$ cat src/hdl/pdp_pkg.sv
// Package for the pixel depth packer: register and depth codes, the job record.
// Used by every module of the block except pdp_ram; depends on nothing.
package pdp_pkg;

  // Configuration register indexes.
  localparam logic [1:0] REG_DEPTH = 2'd0;
  localparam logic [1:0] REG_LSB   = 2'd1;
  localparam logic [1:0] REG_WIDTH = 2'd2;

  // Output depth codes.
  localparam logic [2:0] DEPTH_1  = 3'd0;
  localparam logic [2:0] DEPTH_2  = 3'd1;
  localparam logic [2:0] DEPTH_4  = 3'd2;
  localparam logic [2:0] DEPTH_8  = 3'd3;
  localparam logic [2:0] DEPTH_24 = 3'd4;

  // Item function codes.
  localparam logic FUNC_PALETTE = 1'b0;
  localparam logic FUNC_PIXEL   = 1'b1;

  localparam int CFG_DATA_W  = 13;
  localparam int QUEUE_DEPTH = 2;

  // Number of bytes one job yields (1..9).
  typedef logic [3:0] run_count_t;

  // One unit of work for the back end: bytes beyond index 3 are zero.
  typedef struct packed {
    run_count_t       count;
    logic             row_end;
    logic [3:0][7:0]  bytes;
  } job_t;

endpackage

$ cat src/hdl/pdp_queue.sv
// Short job queue between the front and back ends of the pixel depth packer.
// Depends on pdp_pkg for the job record and the queue depth.
module pdp_queue
  import pdp_pkg::*;
(
  input  logic clk,
  input  logic rst,
  input  logic wr_en,
  input  job_t wr_data,
  output logic full,
  input  logic rd_en,
  output job_t rd_data,
  output logic valid
);

  localparam int PW = $clog2(QUEUE_DEPTH);

  job_t          entries [QUEUE_DEPTH];
  logic [PW-1:0] wr_ptr;
  logic [PW-1:0] rd_ptr;
  logic [PW:0]   fill;
  logic          do_wr;
  logic          do_rd;

  assign full    = (fill == (PW+1)'(QUEUE_DEPTH));
  assign valid   = (fill != '0);
  assign rd_data = entries[rd_ptr];
  assign do_wr   = wr_en && !full;
  assign do_rd   = rd_en && valid;

  // Pointers and occupancy.
  always_ff @(posedge clk) begin
    if (rst) begin
      wr_ptr <= '0;
      rd_ptr <= '0;
      fill   <= '0;
    end else begin
      if (do_wr) begin
        wr_ptr <= wr_ptr + 1'b1;
      end
      if (do_rd) begin
        rd_ptr <= rd_ptr + 1'b1;
      end
      if (do_wr && !do_rd) begin
        fill <= fill + 1'b1;
      end else if (do_rd && !do_wr) begin
        fill <= fill - 1'b1;
      end
    end
  end

  // Entry storage.
  always_ff @(posedge clk) begin
    if (do_wr) begin
      entries[wr_ptr] <= wr_data;
    end
  end

endmodule

$ cat config.mk
export PLATFORM = sky130hd
export DESIGN_NAME = pdp_queue
export DESIGN_NICKNAME = d
export VERILOG_FILES = /design/src/hdl/pdp_pkg.sv /design/src/hdl/pdp_queue.sv
export SDC_FILE = /design/constraint.sdc
export NUM_CORES = 1
export LEC_CHECK = 0
export ABC_AREA = 1
export BUFFER_PORTS_ARGS = -buffer_cell sky130_fd_sc_hd__buf_2
export CAP_MARGIN = 0
export CORE_MARGIN = 1
export CORE_UTILIZATION = 56
export CTS_BUF_LIST = sky130_fd_sc_hd__clkbuf_8 sky130_fd_sc_hd__clkbuf_16
export DETAILED_ROUTE_END_ITERATION = 6
export PLACE_DENSITY = 0.84
export SETUP_SLACK_MARGIN = 0.5
export SLEW_MARGIN = 20
export SYNTH_ARGS = -nofsm -noshare
export SYNTH_HDL_FRONTEND = slang
export SYNTH_SLANG_ARGS = --single-unit
$ cat constraint.sdc
create_clock -name clk -period 7.9 [get_ports clk]
set_input_delay 1.58 -clock clk [delete_from_list [all_inputs] [get_ports clk]]
set_output_delay 1.58 -clock clk [all_outputs]
set_load 0.01 [all_outputs]
==> impl_metrics.tcl <==
set metrics [dict create \
    cts_tree "yes" \
    worst_path_dominant_cell_family "buffers and inverters" \
    synth_cells 152 \
    number_of_remaining_drc_errors 0 \
    tightest_slew_ns 1.06 \
    cts_setup_buffers 0 \
    fp.dieArea_um2 5780 \
    global_route_wire_length_before_repair_um 7710 \
    clk_latency_ns 0.34 \
    leakagePower_nw 1.49 \
    clock_root_buffer_master "sky130_fd_sc_hd__clkbuf_8" \
    kind_of_capture_point_of_the_worst_setup_path "output port" \
    synth_xor_area_frac 0 \
    final_util 0.711 \
    worst_ep_required_time_ns 6.32 \
    die_w_um 76 \
    crit_path_cell_trace "buf_4 -> mux2_2 -> buf_2" \
    num_antenna_cells 0 \
    floorplan.initialDensity 0.589 \
    postRouteWirelength_um 4870 \
    rsz0062_at_grt "no" \
    syn_area_um2 3070 \
    htreeDepth 3 \
    relSlewSlack 0.292 \
    post-route-period-util 0.443 \
    biggest_fanout_along_the_worst_timing_path 25 \
    synth.top_cell.area_share 0.725 \
    drt.antenna.violating_nets 0 \
    worst_setup_path_start_kind "flop" \
    outcome "complete, no violations" \
    grt_usage 0.183 \
    ir_worst_vdd_v 0.000257 \
    max_freq_mhz 286 \
    timing_hold_violations_final 0 \
    areaGrowthSynthToFinish_pct 20.6 \
    clkTransAtPathRegs_ns 0.08 \
    worst-setup-path-type "flop to output port" \
    setup_violations 0 \
    postSynthNetCount 194 \
    combinational_family_with_the_most_area_after_synthesis "multiplexers" \
    gp_congestion 0.703 \
    dp_hpwl_um 3290 \
    design.core.area_um2 5200 \
    drt_pre_antenna_iters 4 \
    post_route_cells_drive_above_1_share 0.556 \
    height_of_the_die_um 76 \
    final_max_slew_viol_count 0 \
    ys_seq_area_frac 0.757 \
    io_buffer_count 79 \
    average_routed_wire_per_standard_cell_um 15.6 \
    vias_per_cell 4.93 \
    grt_overflow 0 \
    post_synth.cell_area_avg_um2 20.2 \
    final.setup.tns_ns 0 \
    number_of_global_route_vias_before_repair 1666 \
    nets 281 \
    ys_warn_count 0 \
    cts_inserted_buffers 9 \
    cp_bufs_invs 2 \
    crit_path_largest_cell_delay_ns 0.57 \
    synth_mux_area_frac 0.173 \
    postSynthRegisterBits 79 \
    pin_count_of_the_biggest_net_entering_global_routing 38 \
    via_count_of_the_routed_design 1544 \
    leading_cell_types_in_the_layout_fill_and_taps_excluded "79 x sky130_fd_sc_hd__buf_2, 74 x sky130_fd_sc_hd__edfxtp_1, 30 x sky130_fd_sc_hd__mux2_4" \
    timing.max_cap.violations 0 \
    skew_ns 0.00847 \
    synth_compound_area_frac 0.00938 \
    crit_arrival_ns 1.92 \
    design.portCount 80 \
    synth-adder-area-share 0.00408 \
    clock_sinks 79 \
    yosys.area_share.simple 0.0237 \
    power_density_nw_per_um2 307 \
    hp-class "flop to flop" \
    period_minus_slack_ns 3.50 \
    antenna_violations_before_repair 0 \
    detailedRoute.firstIterationViolations 61 \
    number_of_distinct_library_cells_after_synthesis 15 \
    synth.area.top_cells "sky130_fd_sc_hd__edfxtp_1 72%, sky130_fd_sc_hd__mux2_4 15%, sky130_fd_sc_hd__dfxtp_1 3.3%, sky130_fd_sc_hd__mux2_2 2.6%, sky130_fd_sc_hd__buf_12 2.0%" \
    rows 26 \
    mostFrequentLayoutCell "sky130_fd_sc_hd__buf_2" \
    cts-resized-gates 0 \
    post-synth-top-area-cell "sky130_fd_sc_hd__edfxtp_1" \
    clock_path_buffers 2 \
    critical-path-slowest-cell "sky130_fd_sc_hd__dfxtp_2" \
    number_of_hold_buffers_added_after_cts 0 \
]
per-stage QoR:
step                power, mW  cells  hold WS, ns  area (µm²)  worst slack (ns)
CTS                      1.15    313        0.534        3700              4.35
finish                   1.14    313        0.529        3700              4.40
floorplan               0.778    152        0.465        3070              4.26
global route             1.19    313        0.550        3700              4.28
detailed placement      0.861    298        0.512        3500              4.74
global placement        0.849    298        0.480        3500              4.78
where the power goes:
part,internal [mW],switching (mW),leakage [nW]
logic,0.142,0.147,0.651
registers,0.531,0.0261,0.732
clock network,0.160,0.131,0.103
total,0.833,0.304,1.49
path summary, 6_finish.rpt:
| kind | from | endpoint | slack [ns] | cells past startpoint |
|---|---|---|---|---|
| setup / recovery | flop | rd_data[16] | 4.40 | 3 |
| setup reg to reg | fill[1]$_SDFFE_PP0P_ | entries[1][22]$_DFFE_PP_ | 6.14 | 3 |
| hold / removal | rd_ptr$_SDFFE_PP0P_ | rd_ptr$_SDFFE_PP0P_ | 0.53 | 2 |
| hold reg to reg | rd_ptr$_SDFFE_PP0P_ | rd_ptr$_SDFFE_PP0P_ | 0.53 | 2 |
per-layer routing:
metal | part of all wire | vias to the layer above | track usage
li1 | - | 747 | -
met1 | 0.39 | 737 | 0.191
met2 | 0.54 | 49 | 0.325
met5 | 0 | - | 0
met4 | 0.023 | 0 | 0.112
met3 | 0.042 | 11 | 0.0503
layout make-up:
| cell class | instances | area (µm²) |
|---|---|---|
| inverter | 8 | 30.0 |
| clock buffer | 11 | 151 |
| tap | 70 | 87.6 |
| multi-input combinational | 61 | 658 |
| timing repair buffer | 80 | 403 |
| sequential | 79 | 2320 |
| fill | 348 | 1510 |
| clock inverter | 4 | 46.3 |
cells by family (layout without fill, tap and decap cells):
kind of cell / Yosys count / in the layout
AO/OA/AOI/OAI: 5 / 5
flip-flops: 79 / 79
AND/OR/NAND/NOR: 18 / 18
multiplexers: 37 / 37
adder cells (fa/ha/maj): 1 / 1
buffers and inverters: 12 / 103
worst min-delay path, stage by stage (launching register included):
cell and delay [ns]:
sky130_fd_sc_hd__dfxtp_1 0.34, sky130_fd_sc_hd__a21oi_1 0.06, sky130_fd_sc_hd__nor2_1 0.10
cell usage after synthesis (all sizes together):
master,count
ha,1
edfxtp,74
mux2,37
inv,8
nor2,8
dfxtp,5
nand4,1
o21ai,3
buf,4
nand2,7
nand3,2
a21oi,2
state kept, by name, summed over array words and instances (netlist names), named ones only:
name and flops:
entries 74, fill 2, rd_ptr 1, wr_ptr 1
(Power assumes the default switching activity.)
