--- src/hdl/pdp_pkg.sv ---
// Package for the pixel depth packer: register and depth codes, the job record.
// Used by every module of the block except pdp_ram; depends on nothing.
package pdp_pkg;

  // Configuration register indexes.
  localparam logic [1:0] REG_DEPTH = 2'd0;
  localparam logic [1:0] REG_LSB   = 2'd1;
  localparam logic [1:0] REG_WIDTH = 2'd2;

  // Output depth codes.
  localparam logic [2:0] DEPTH_1  = 3'd0;
  localparam logic [2:0] DEPTH_2  = 3'd1;
  localparam logic [2:0] DEPTH_4  = 3'd2;
  localparam logic [2:0] DEPTH_8  = 3'd3;
  localparam logic [2:0] DEPTH_24 = 3'd4;

  // Item function codes.
  localparam logic FUNC_PALETTE = 1'b0;
  localparam logic FUNC_PIXEL   = 1'b1;

  localparam int CFG_DATA_W  = 13;
  localparam int QUEUE_DEPTH = 2;

  // Number of bytes one job yields (1..9).
  typedef logic [3:0] run_count_t;

  // One unit of work for the back end: bytes beyond index 3 are zero.
  typedef struct packed {
    run_count_t       count;
    logic             row_end;
    logic [3:0][7:0]  bytes;
  } job_t;

endpackage

--- src/hdl/pdp_back.sv ---
// Back end of the pixel depth packer: walks each job one byte per cycle
// into the output register while it is empty or popped. Depends on pdp_pkg.
module pdp_back
  import pdp_pkg::*;
(
  input  logic       clk,
  input  logic       rst,
  input  logic       q_valid,
  input  job_t       q_job,
  output logic       q_rd,
  output logic       empty,
  input  logic       pop,
  output logic [7:0] out_byte,
  output logic       row_done,
  output logic       last_of_run
);

  logic       out_valid;
  run_count_t idx;
  logic       load;
  logic       is_last;
  logic [7:0] next_byte;

  assign empty     = !out_valid;
  assign load      = q_valid && (!out_valid || pop);
  assign is_last   = (idx == q_job.count - 1'b1);
  assign next_byte = (idx < run_count_t'(4)) ? q_job.bytes[idx[1:0]] : 8'd0;
  assign q_rd      = load && is_last;

  // Byte index within the current job and output valid.
  always_ff @(posedge clk) begin
    if (rst) begin
      idx       <= '0;
      out_valid <= 1'b0;
    end else begin
      if (load) begin
        idx <= is_last ? '0 : idx + 1'b1;
      end
      if (load) begin
        out_valid <= 1'b1;
      end else if (pop) begin
        out_valid <= 1'b0;
      end
    end
  end

  // Output payload.
  always_ff @(posedge clk) begin
    if (load) begin
      out_byte    <= next_byte;
      last_of_run <= is_last;
      row_done    <= is_last && q_job.row_end;
    end
  end

  // The byte index stays inside the job at the head of the queue.
  assert property (@(posedge clk) disable iff (rst) q_valid |-> idx < q_job.count)
    else $error("byte index past end of job");

  // Every queued job yields between one and nine bytes.
  assert property (@(posedge clk) disable iff (rst)
    q_valid |-> (q_job.count != '0) && (q_job.count <= run_count_t'(9)))
    else $error("job byte count out of range");

  // A row can only end on the last byte of an item.
  assert property (@(posedge clk) disable iff (rst) out_valid && row_done |-> last_of_run)
    else $error("row end without end of run");

  // Retiring a job restarts the byte index.
  assert property (@(posedge clk) disable iff (rst) q_rd |=> idx == '0)
    else $error("byte index not restarted after job");

endmodule

--- config.mk ---
export PLATFORM = sky130hd
export DESIGN_NAME = pdp_back
export DESIGN_NICKNAME = d
export VERILOG_FILES = /design/src/hdl/pdp_pkg.sv /design/src/hdl/pdp_back.sv
export SDC_FILE = /design/constraint.sdc
export NUM_CORES = 1
export LEC_CHECK = 0
export BUFFER_PORTS_ARGS = -buffer_cell sky130_fd_sc_hd__buf_2
export CORE_MARGIN = 2
export CORE_UTILIZATION = 45
export DETAILED_ROUTE_END_ITERATION = 7
export PLACE_DENSITY = 0.88
export SLEW_MARGIN = 0
export SYNTH_ARGS = -nofsm -noshare
export SYNTH_HDL_FRONTEND = slang
export SYNTH_SLANG_ARGS = --single-unit
--- constraint.sdc ---
create_clock -name clk -period 2.75 [get_ports clk]
set_input_delay 0.55 -clock clk [delete_from_list [all_inputs] [get_ports clk]]
set_output_delay 0.55 -clock clk [all_outputs]
set_load 0.1 [all_outputs]
==> metrics.md <==
| Metric | Value |
|---|---|
| Status | `finished clean` |
| CP Cell Sequence | `buf_2, inv_1, ha_1, xnor3_1, nand3_2, nor3_4, buf_12` |
| Comb pwr share | `39.4%` |
| Max_slew headroom | `67.7%` |
| Setup violators final | `0` |
| Final WL | `1.78 mm` |
| Clock transition at path regs | `0.09 ns` |
| H-tree Lvls | `1` |
| Num CTS Buffers | `3` |
| Sequential fraction of the synthesis area | `45.3%` |
| Core Area | `1900 sq um` |
| XOR/XNOR share of the synthesized area | `9.48%` |
| # resized after CTS | `0` |
| Flop pwr share | `42.3%` |
| Syn-to-layout area delta | `36.9%` |
| Path depth of the worst reg2reg path | `3` |
| Final hold vios | `0` |
| Mux contribution to synthesized area | `21.5%` |
| Combinational family with the most area after synthesis | `multiplexers` |
| Adder-Cell Fraction of Synth Area | `2.83%` |
| Vias in the first global route | `roughly 700` |
| CTS Sinks | `15` |
| Postcts setup bufs | `0` |
| Synth Area in Simple Gates | `approximately 16%` |
| Post-Syn Instances | `66` |
| Switching pwr | `roughly 0.24 mW` |
| Row count | `16` |
| Post-route DRC | `0` |
| DPL Wire Length | `between 1.5 and 2 mm` |
| Crit path DAT | `1.79 ns` |
| Hold Buf Count CTS | `0` |
| Die W | `between 40 and 50 microns` |
| Crit-path max FO | `5` |
| RSZ-0062 raised after global routing | `no` |
| Final Wtd Congestion | `0.776` |
| CTS tree | `yes` |
| Io pins | `53` |
| Yosys reg bits | `15` |
| Largest stage delay on the critical path | `0.29 ns` |
| Critical-path top delay cell | `xnor3_1` |
| Maxcap violations | `0` |
| Max Transition Viols Final | `0` |
| CTS Buffer Depth | `2` |
| Global-route wire length before repair | `about 3.0 mm` |
| Vias per cell | `between 4 and 5` |
| Via count | `712` |
| Clk pwr share | `18.2%` |
| Gr usage total | `16.6%` |
| Antenna diodes | `0` |
| Clock Latency Late Sink | `roughly 0.28 ns` |
| Critical Path RT | `about 2.2 ns` |
| Final period util | `85.2%` |
| Clk_skew | `between 0.01 and 0.015 ns` |
| DRT iter0 DRCs | `7` |
| Chip height | `48.3 microns` |
| WS Path Type | `input pin to output pin` |
| Overall power | `0.650 mW` |
| Mean Syn Cell Area | `~13 sq um` |
| Measured slew at the worst slew-check pin | `slightly below 0.5 ns` |
| FILL cells | `149` |
| Largest net degree at the start of global routing | `13` |
| Pwr Density | `between 500 and 600 nW/um^2` |
| Maximum clock rate | `427 MHz` |
| Hold slack | `between 0.4 and 0.5 ns` |
| Fin Setup TNS | `0 ns` |
| CP Capture Type | `output pin` |
| Die Area | `2340 sq um` |
| Mapped Nets | `109` |
| Peak VDD IR | `282 uV` |
| Mapped Area | `885 sq um` |
| Hold crit path type | `input pin to flip-flop` |
| Net Sw Frac | `a little under two fifths` |
| Yosys warns | `0` |
| Worst Setup Start Kind | `input pin` |
| Port buffer count | `52` |
| P_leak | `0.561 nW` |
| Initial Utilization | `approximately 47%` |
| Int Pwr | `0.407 mW` |
| Final nets | `164` |
| Min Tclk post-route | `2.34 ns` |
| Library cells used by synthesis | `24` |
| Final ANT Viol Nets | `0` |
| DR pass1 iterations | `4` |
| Share of layout cells above drive strength 1 | `56.7%` |
| Drt wl/cell | `12.1 microns` |
| Compound-Gate Fraction of Synth Area | `less than 1%` |
| Initial antenna violation count | `0` |
| GR Overflow Total | `0` |
| Root Driver | `clkbuf_4` |
| WHS Path Cells | `2` |
synthesized netlist by cell type:
master    count  share of area (%)
a21oi_1       1               0.57
and2_1        1               0.71
and3_2        1               0.85
buf_1         1               0.42
buf_2         1               0.57
buf_4         1               0.85
dfxtp_1       5                 11
edfxtp_1     10                 34
ha_1          2                2.8
inv_1         5                2.1
mux2i_1       1                1.1
mux4_2        8                 20
nand2_1       1               0.42
nand2b_1      1               0.71
nand3_1       2                1.1
nand3_2       1                1.1
nor2_1        1               0.42
nor2b_1       8                5.7
nor3_1        5                2.8
nor3_4        1                1.8
or2_2         1               0.71
xnor2_1       2                2.0
xnor3_1       1                2.5
xor2_1        5                5.0
per-layer routing:
| metal | GRT usage, % | up-vias | routed length, microns | share of wire [%] |
|---|---|---|---|---|
| li1 | - | 349 | - | - |
| met1 | 19.3 | 327 | 674 | 38 |
| met2 | 28.2 | 32 | 980 | 55 |
| met3 | 3.70 | 4 | 96 | 5.4 |
| met4 | 9.52 | 0 | 27 | 1.5 |
| met5 | 0 | - | 0 | 0 |
metrics by stage:
step | cell area (sq um) | util [%] | instances | setup slack [ns]
6_report | 1210 | 63.7 | 147 | 0.407
5_1_grt | 1210 | 63.7 | 147 | 0.319
3_3_place_gp | 1180 | 62.3 | 143 | 0.463
2_1_floorplan | 885 | - | 66 | 0.231
4_1_cts | 1210 | 63.7 | 147 | 0.404
3_5_place_dp | 1180 | 62.3 | 143 | 0.408
power by group through the flow:
stage          Sequential, mW  Clock, mW  Combinational, mW
2_1_floorplan           0.384          0             0.0969
3_3_place_gp            0.280          0              0.251
3_5_place_dp            0.281          0              0.258
4_1_cts                 0.275      0.122              0.258
5_1_grt                 0.278      0.132              0.270
6_report                0.275      0.119              0.256
area by class of cell:
class                           count  area (sq um)  area share (%)
Multi-Input combinational cell     43           449            37.1
Sequential cell                    15           400            33.1
Timing Repair Buffer               53           283            23.3
Tap cell                           27          33.8            2.79
Clock buffer                        4          26.3            2.17
Inverter                            5          18.8            1.55
final timing paths:
| kind | start | endpoint | slack, ns |
|---|---|---|---|
| worst max-delay path | q_job[33] | q_rd | 0.41 |
| worst min-delay path | rst | out_valid$_SDFFE_PP0P_ | 0.48 |
| worst max register to register | idx[0]$_SDFFE_PP0P_ | out_byte[2]$_SDFFCE_PP0P_ | 1.24 |
| worst min register to register | out_valid$_SDFFE_PP0P_ | out_valid$_SDFFE_PP0P_ | 0.56 |
cells in the final DEF, fill, tap and decap left out:
cell type  count
a21oi_1        1
and2_1         1
and3_2         1
buf_12         1
buf_2         51
buf_4          1
clkbuf_1       1
clkbuf_4       3
dfxtp_1        5
edfxtp_1      10
ha_1           2
inv_1          5
mux2i_1        1
mux4_2         8
nand2_1        1
nand2b_1       1
nand3_1        2
nand3_2        1
nor2_1         1
nor2b_1        8
nor3_1         5
nor3_4         1
or2_2          1
xnor2_1        2
xnor3_1        1
xor2_1         5
registers in the layout (all words and copies together), names as in the netlist:
register,cells
out_byte,8
idx,4
last_of_run,1
out_valid,1
row_done,1
critical path, delay by kind of cell:
kind / cells / cell delay, ns
buffers and inverters: 3 / 0.38
and+or+nand+nor: 2 / 0.37
xor gates and xnor gates: 1 / 0.29
adders and majority gates: 1 / 0.20
cells by family (layout without fill, tap and decap cells):
kind of cell / Yosys count / in the layout
adders and majority gates: 2 / 2
and+or+nand+nor: 23 / 23
AOI/OAI and AO/OA: 1 / 1
muxes: 9 / 9
DFF: 15 / 15
buffers and inverters: 8 / 62
xor gates and xnor gates: 8 / 8
(Power assumes the default switching activity.)
